[src/sv/uete_pkg.sv]
`default_nettype none
package uete_pkg;
	localparam int NUM_ENDPOINTS_DEF = 8;
	localparam int MAX_PACKET_LIMIT_DEF = 1024;
	localparam int EP0_PACKET_LIMIT_DEF = 64;

	localparam logic [3:0] ACT_OPEN = 4'd0;
	localparam logic [3:0] ACT_CLOSE = 4'd1;
	localparam logic [3:0] ACT_STALL = 4'd2;
	localparam logic [3:0] ACT_UNSTALL = 4'd3;
	localparam logic [3:0] ACT_QUERY = 4'd4;
	localparam logic [3:0] ACT_START = 4'd5;
	localparam logic [3:0] ACT_SETADDR = 4'd6;
	localparam logic [3:0] ACT_PKTDONE = 4'd7;
	localparam logic [3:0] ACT_BUSRST = 4'd8;

	localparam logic [1:0] HS_ACK = 2'd0;
	localparam logic [1:0] HS_NAK = 2'd1;
	localparam logic [1:0] HS_STALL = 2'd2;

	localparam logic [1:0] ST_OK = 2'd0;
	localparam logic [1:0] ST_BADARG = 2'd1;
	localparam logic [1:0] ST_DISABLED = 2'd2;
	localparam logic [1:0] ST_MISALIGN = 2'd3;

	localparam logic [2:0] EV_NONE = 3'd0;
	localparam logic [2:0] EV_SETUP = 3'd1;
	localparam logic [2:0] EV_OUT = 3'd2;
	localparam logic [2:0] EV_IN = 3'd3;
	localparam logic [2:0] EV_RESET = 3'd4;

	localparam logic [23:0] MASK24 = 24'hFFFFFF;
	localparam logic [31:0] ALIGN_MASK = 32'h03;
	localparam logic [23:0] SETUP_BYTES = 24'd8;

	typedef struct packed {
		logic [3:0]  action;
		logic [3:0]  ep_index;
		logic        dir_in;
		logic [10:0] max_packet;
		logic [1:0]  ep_kind;
		logic [23:0] xfer_length;
		logic [31:0] buf_address;
		logic [10:0] rx_count;
		logic        is_setup;
		logic [6:0]  new_address;
		logic [15:0] setup_wlength;
		logic        setup_dir_in;
		logic        ep_ok;
		logic        bad;
	} item_t;

	typedef struct packed {
		logic [1:0]  status;
		logic [2:0]  event_res;
		logic [23:0] event_length;
		logic [10:0] arm_length;
		logic [31:0] arm_address;
		logic [1:0]  handshake;
		logic        data_toggle;
		logic [6:0]  device_address;
		logic        stalled;
	} result_t;

	function automatic logic [23:0] add24(input logic [23:0] a, input logic [23:0] b);
		logic [24:0] s;
		s = {1'b0, a} + {1'b0, b};
		return s[24] ? MASK24 : s[23:0];
	endfunction

	function automatic logic [23:0] sub24(input logic [23:0] a, input logic [23:0] b);
		return (a > b) ? a - b : 24'd0;
	endfunction
endpackage
`default_nettype wire

[src/sv/uete_front.sv]
`default_nettype none
module uete_front import uete_pkg::*; #(
	parameter int NUM_ENDPOINTS = NUM_ENDPOINTS_DEF
) (
	input  wire logic        clk,
	input  wire logic        arst_n,
	input  wire logic        in_valid,
	output logic             in_ready,
	input  wire logic [3:0]  action,
	input  wire logic [3:0]  ep_index,
	input  wire logic        dir_in,
	input  wire logic [10:0] max_packet,
	input  wire logic [1:0]  ep_kind,
	input  wire logic [23:0] xfer_length,
	input  wire logic [31:0] buf_address,
	input  wire logic [10:0] rx_count,
	input  wire logic        is_setup,
	input  wire logic [6:0]  new_address,
	input  wire logic [15:0] setup_wlength,
	input  wire logic        setup_dir_in,
	output logic             q_valid,
	input  wire logic        q_pop,
	output item_t            q_item
);
	// two-entry queue to the back end
	item_t  mem_q [2];
	logic   wp_q, rp_q;
	logic [1:0] cnt_q;
	item_t  it;
	logic   push;

	always_comb begin
		it.action = action;
		it.ep_index = ep_index;
		it.dir_in = dir_in;
		it.max_packet = max_packet;
		it.ep_kind = ep_kind;
		it.xfer_length = xfer_length;
		it.buf_address = buf_address;
		it.rx_count = rx_count;
		it.is_setup = is_setup;
		it.new_address = new_address;
		it.setup_wlength = setup_wlength;
		it.setup_dir_in = setup_dir_in;
		it.ep_ok = {1'b0, ep_index} < 5'(NUM_ENDPOINTS);
		it.bad = (action > ACT_BUSRST) ||
			(!it.ep_ok && action != ACT_SETADDR && action != ACT_BUSRST);
	end

	assign in_ready = cnt_q != 2'd2;
	assign push = in_valid && in_ready;
	assign q_valid = cnt_q != 2'd0;
	assign q_item = mem_q[rp_q];

	always_ff @(posedge clk) begin
		if (push) mem_q[wp_q] <= it;
	end

	always_ff @(posedge clk or negedge arst_n) begin
		if (!arst_n) begin
			wp_q <= 1'b0;
			rp_q <= 1'b0;
			cnt_q <= 2'd0;
		end else begin
			if (push) wp_q <= ~wp_q;
			if (q_pop) rp_q <= ~rp_q;
			cnt_q <= cnt_q + 2'(push) - 2'(q_pop);
		end
	end

	a_nopop_empty: assert property (@(posedge clk) disable iff (!arst_n) q_pop |-> q_valid)
		else $error("pop from empty queue");
	a_cnt: assert property (@(posedge clk) disable iff (!arst_n) cnt_q <= 2'd2)
		else $error("queue overflow");
	a_full: assert property (@(posedge clk) disable iff (!arst_n)
		(cnt_q == 2'd2 && !q_pop) |=> cnt_q == 2'd2)
		else $error("queue lost an entry");
endmodule
`default_nettype wire

[config.mk]
export PLATFORM = sky130hd
export DESIGN_NAME = uete_front
export DESIGN_NICKNAME = d
export VERILOG_FILES = /design/src/sv/uete_pkg.sv /design/src/sv/uete_front.sv
export SDC_FILE = /design/constraint.sdc
export NUM_CORES = 1
export LEC_CHECK = 0
export ABC_AREA = 1
export BUFFER_PORTS_ARGS = -buffer_cell sky130_fd_sc_hd__buf_4
export CAP_MARGIN = 20
export CORE_MARGIN = 2
export CORE_UTILIZATION = 45
export CTS_CLUSTER_DIAMETER = 150
export DETAILED_ROUTE_END_ITERATION = 10
export GPL_TIMING_DRIVEN = 1
export PLACE_DENSITY = 0.73
export RECOVER_POWER = 25
export SLEW_MARGIN = 15
export SYNTH_ARGS = -nofsm -noshare
export SYNTH_HDL_FRONTEND = slang
export SYNTH_SLANG_ARGS = --single-unit
[constraint.sdc]
create_clock -name clk -period 5.6 [get_ports clk]
set_input_delay 0 -clock clk [delete_from_list [all_inputs] [get_ports clk]]
set_output_delay 0 -clock clk [all_outputs]
set_load 0.02 [all_outputs]
# [Word-level counts from Yosys, hierarchy flattened]
# Memories as Yosys holds them, arrays and structs flattened.
# Index checks and enable logic that the tools add are counted.
[totals] register_bits=4 ram_bits=232 inputBits=118 output_inout_bits=118 word_cells=21 mem_count=1
[memory_table] name="mem_q" depth=2 word_bits=116 rd=1 rd_clocked_by_memory_dff=0 wr=1 line="uete_front.sv:26" rtl="item_t mem_q [2];"
[op_classes] addsub=2 magnitude_cmp=2 n_eq_ne=3 mux=2 bitwise=2 reduce_logical=6
[ops] op="4-bit greater-than comparator (second input constant)" n=1
[ops] op="4-bit less-than comparator (second input constant)" n=1
[ops] op="4-bit by 3-bit != test with 1-bit output (second input constant)" n=1
[ops] op="4-bit != test (second input constant)" n=1
[ops] op="1-bit logical AND" n=3
[ops] op="2-bit by 1-bit adder with 2-bit output" n=1
[ops] op="1-bit 2-to-1 mux" n=2
[ops] op="2-bit != test (second input constant)" n=1
[ops] op="1-bit inverter" n=2
[ops] op="2-bit nonzero test" n=1
[ops] op="2-bit by 1-bit subtractor with 2-bit output" n=1
[ops] op="1-bit zero test" n=1
[ops] op="1-bit logical OR" n=1

# [Longest topological paths before layout]
[logic_depth] ltp_word=5 mapped_depth=12 ltp_nobuf=12

# [Worst setup path before layout]
# Ideal clock, no wire load.
[synth_timing] kind="flip-flop to flip-flop" startpoint="register cnt_q[1]" endpoint="memory mem_q[1][0] in the netlist's numbering, enable pin" setup_ns=0.594 arrival_ns=5.606 required_ns=5.006 setup_slack_ns=-0.600 stages_incl_launch_ff=4 n_path_buf=0 synth_period_minus_slack_ns=6.200 cell_sequence="dfrtp_1 nand2_1 nand2_1 nor2_1"
[synth_between] elab_chain_cells=4
[synth_lines] element="start: declaration" line="uete_front.sv:28" rtl="logic [1:0] cnt_q;"
[synth_lines] element="start signal: assignment" line="uete_front.sv:67" rtl="cnt_q <= cnt_q + 2'(push) - 2'(q_pop);"
[synth_lines] element="2-bit != test" line="uete_front.sv:50" rtl="assign in_ready = cnt_q != 2'd2;"
[synth_lines] element="net in_ready" line="uete_front.sv:8" rtl="output logic in_ready,"
[synth_lines] element="1-bit logical AND" line="uete_front.sv:51" rtl="assign push = in_valid && in_ready;"
[synth_lines] element="1-bit 2-to-1 mux" line="uete_front.sv:56" rtl="if (push) mem_q[wp_q] <= it;"
[synth_lines] element="1-bit 2-to-1 mux (implied by the code)" line="uete_front.sv:56"
[synth_lines] element="end: declaration" line="uete_front.sv:26"
# The timed path passes the listed nets, and every way through them passes these cells.

==> out/summary.txt <==
Vias in the first global route: 5198
Syn avg cell area: 22.0 µm²
Cell Chain, Critical Path: buf_4 > mux2_2 > buf_4
Drt wl/cell: 17.5 µm
Crit path DAT: 2940 ps
Total Nets Final: 888
Top-count cell post-synth: edfxtp_1
Post-synthesis sequential area ratio: 81.0%
Clock sinks: 236
HP Class: input pin to flop
Post-route worst setup slack: 2660 ps
Synth Register Bits: 236
GR Util met3: 4.46%
DR iter-0 viols: 232
Post-route total power: 6450 µW
Mapped cell area: 8720 µm²
Post-synth ARST share: 1.69%
EDFF count, synth: 232
Clk buf depth: 3
Peak VDD IR: 0.000398 V
Initial antenna violation count: 0
Clk_skew: 8.16 ps
Internal: 4470 µW
Power share of the sequential group: 40.3%
IO Count: 236
Crit path max fanout: 68
Critical path type: flop to output port
Met1 Resource Use GR: 20.0%
Gr usage total: 17.0%
Routed Antenna Nets: 0
Post-synth top area share: 79.9%
Slowest CP cell: dfrtp_4
Fillers: 1302
Distinct cells, synth: 15
# DRC: 0
Placement Cell Area: 10800 µm²
Final min period: 2940 ps
Total gr overflow: 0
Syn. warnings: 0
Top cells by area, synth: edfxtp_1 (80%), mux2_2 (11%), mux2_4 (5.2%)
P_leak: 0.00488 µW
Max Freq: 341 MHz
Final setup viols: 0
Crit end category: output port
Pre-Repair DR Iteration Count: 4
Post-route cell area: 12700 µm²
CP bufs+invs: 2
Die Ht: 143 µm
Slew @ Worst Pin: 966 ps
Reg2reg setup slack: 3240 ps
Worst endpoint required time: 5600 ps
Largest delay share family, worst path: flip-flops
Row cnt: 50
Hold slack: 233 ps
Sw frac: 30.7%
Met2 GRT Util: 30.0%
Max incr delay on CP: 1050 ps
Post-synthesis cell count: 396
Global-route wire length before repair: 26.8 mm
Setup Slack @ Placement: 2970 ps
Max_cap viols: 0
Relative slew slack: 35.6%
CTS tree: done
Post-Route WL: 18.2 mm
Vias/cell: 4.71
Initial Utilization: 46.2%
Vias: 4914
Synth cell count leaders: edfxtp_1 (232), mux2_2 (86), mux2_4 (30), nand2_1 (12)
CORE AREA: 18900 µm²
Worst path most repeated cell: buf_4
RSZ-0062 raised after global routing: no
I/O Buffers: 235
Most crowded layer after global routing: met2
Logic gate share of total power: 34.8%
Root Driver: clkbuf_16
H-tree levels: 1
Pins Over Slew Limit: 0
Sw power: 1980 µW
Setup TNS: 0 ps
Die area: 20500 µm²
Worst skew pair latency: 500 ps
# Post-CTS Setup Buffers: 0
Number of gates resized after cts: 0
N_diodes: 0
Pwr Density: 506 nW/µm²
Clk slew on worst S/H paths: 60 ps
Synth-to-Final Area Change: 46.1%
Share of cells above drive strength 1: 48.3%
Num CTS Buffers: 24
Die W: 143 µm
Status: finished clean
Final Hold Viols: 0
Largest area contributor in the netlist: edfxtp_1
Top_reg_cell synth: edfxtp_1
Synth Net Count: 515
Clock network power share: 25.0%
Tcrit/Tclk final: 52.4%
Startpoint Class: flop
Final GP Congestion: 0.721
Final HPWL DP: 11.1 mm
Maximum number of pins on one net before global-route repair: 69
-- per-stage QoR --
stage | utilization, % | cells
6_report | 67.5 | 1044
5_1_grt | 67.5 | 1044
4_1_cts | 67.5 | 1042
3_5_place_dp | 57.0 | 883
3_3_place_gp | 57.0 | 883
2_1_floorplan | - | 396
-- flip-flops by register name, indices dropped and copies added (netlist names) --
signal  count
mem_q     232
wp_q        1
rp_q        1
cnt_q       2
-- cells by family (layout without fill, tap and decap cells) --
kind of cell	count (synthesis)	in the layout	share of synthesized area [%]
buffers and inverters	21	409	1.45
adder cells (fa/ha/maj)	1	1	0.143
XOR/XNOR	1	1	0.100
multiplexers	116	116	16.3
flip-flops	236	236	81.0
AND/OR/NAND/NOR	19	19	0.932
AO/OA/AOI/OAI	2	2	0.115
-- power by group through the flow --
stage / sequential [µW] / combinational, µW / clock, µW
after floorplan: 2540 / 1440 / 0
after global placement: 2620 / 2140 / 0
after detailed placement: 2640 / 2160 / 0
after CTS: 2600 / 2230 / 1640
after global routing: 2640 / 2370 / 1710
final: 2600 / 2240 / 1610
-- area by class of cell --
| type | instances | area [µm²] | area share [%] |
|---|---|---|---|
| Clock inverter | 10 | 146 | 1.15 |
| Sequential cell | 236 | 7070 | 55.5 |
| Tap cell | 260 | 325 | 2.55 |
| Multi-Input combinational cell | 139 | 1550 | 12.1 |
| Timing Repair Buffer | 360 | 2980 | 23.4 |
| Clock buffer | 31 | 648 | 5.09 |
| Inverter | 8 | 30.0 | 0.236 |
-- layout by cell type, fill, tap and decap left out, types with 2 or more instances in the layout --
cell,n
nand3b_1,2
nand2_1,12
clkbuf_1,20
bufinv_16,4
clkbuf_16,25
clkinv_1,3
clkinv_2,3
buf_4,164
edfxtp_1,232
dfrtp_1,3
nand3_1,2
mux2_4,30
clkbuf_4,62
inv_1,8
mux2_2,86
nor2_4,2
dlygate4sd3_1,118
-- metal layers --
layer,wire length [µm],vias to the layer above
met5,0,-
met1,7110,2365
met2,9250,198
met3,1330,45
met4,547,0
li1,-,2306
-- path summary, 6_finish.rpt --
check	startpoint	endpoint	cells after the start
max reg2reg	cnt_q[1]	mem_q[1][64]	5
max in group asynchronous	arst_n	rp_q	3
min	q_pop	rp_q	3
max	rp_q	q_item[7]	3
min reg2reg	cnt_q[0]	cnt_q[0]	1
min in group asynchronous	arst_n	cnt_q[0]	3
-- tightest hold or removal path, stage by stage --
cell and delay (ps):
dlygate4sd3_1 520, buf_4 120, xor2_1 60
-- what timing repair did --
item | 4_1_cts | 5_1_grt
setup endpoints to repair | 0 | 0
hold buffers | 118 | 0
hold endpoints to repair | 240 | 0
Note: power is estimated with default switching activity, not from simulation.
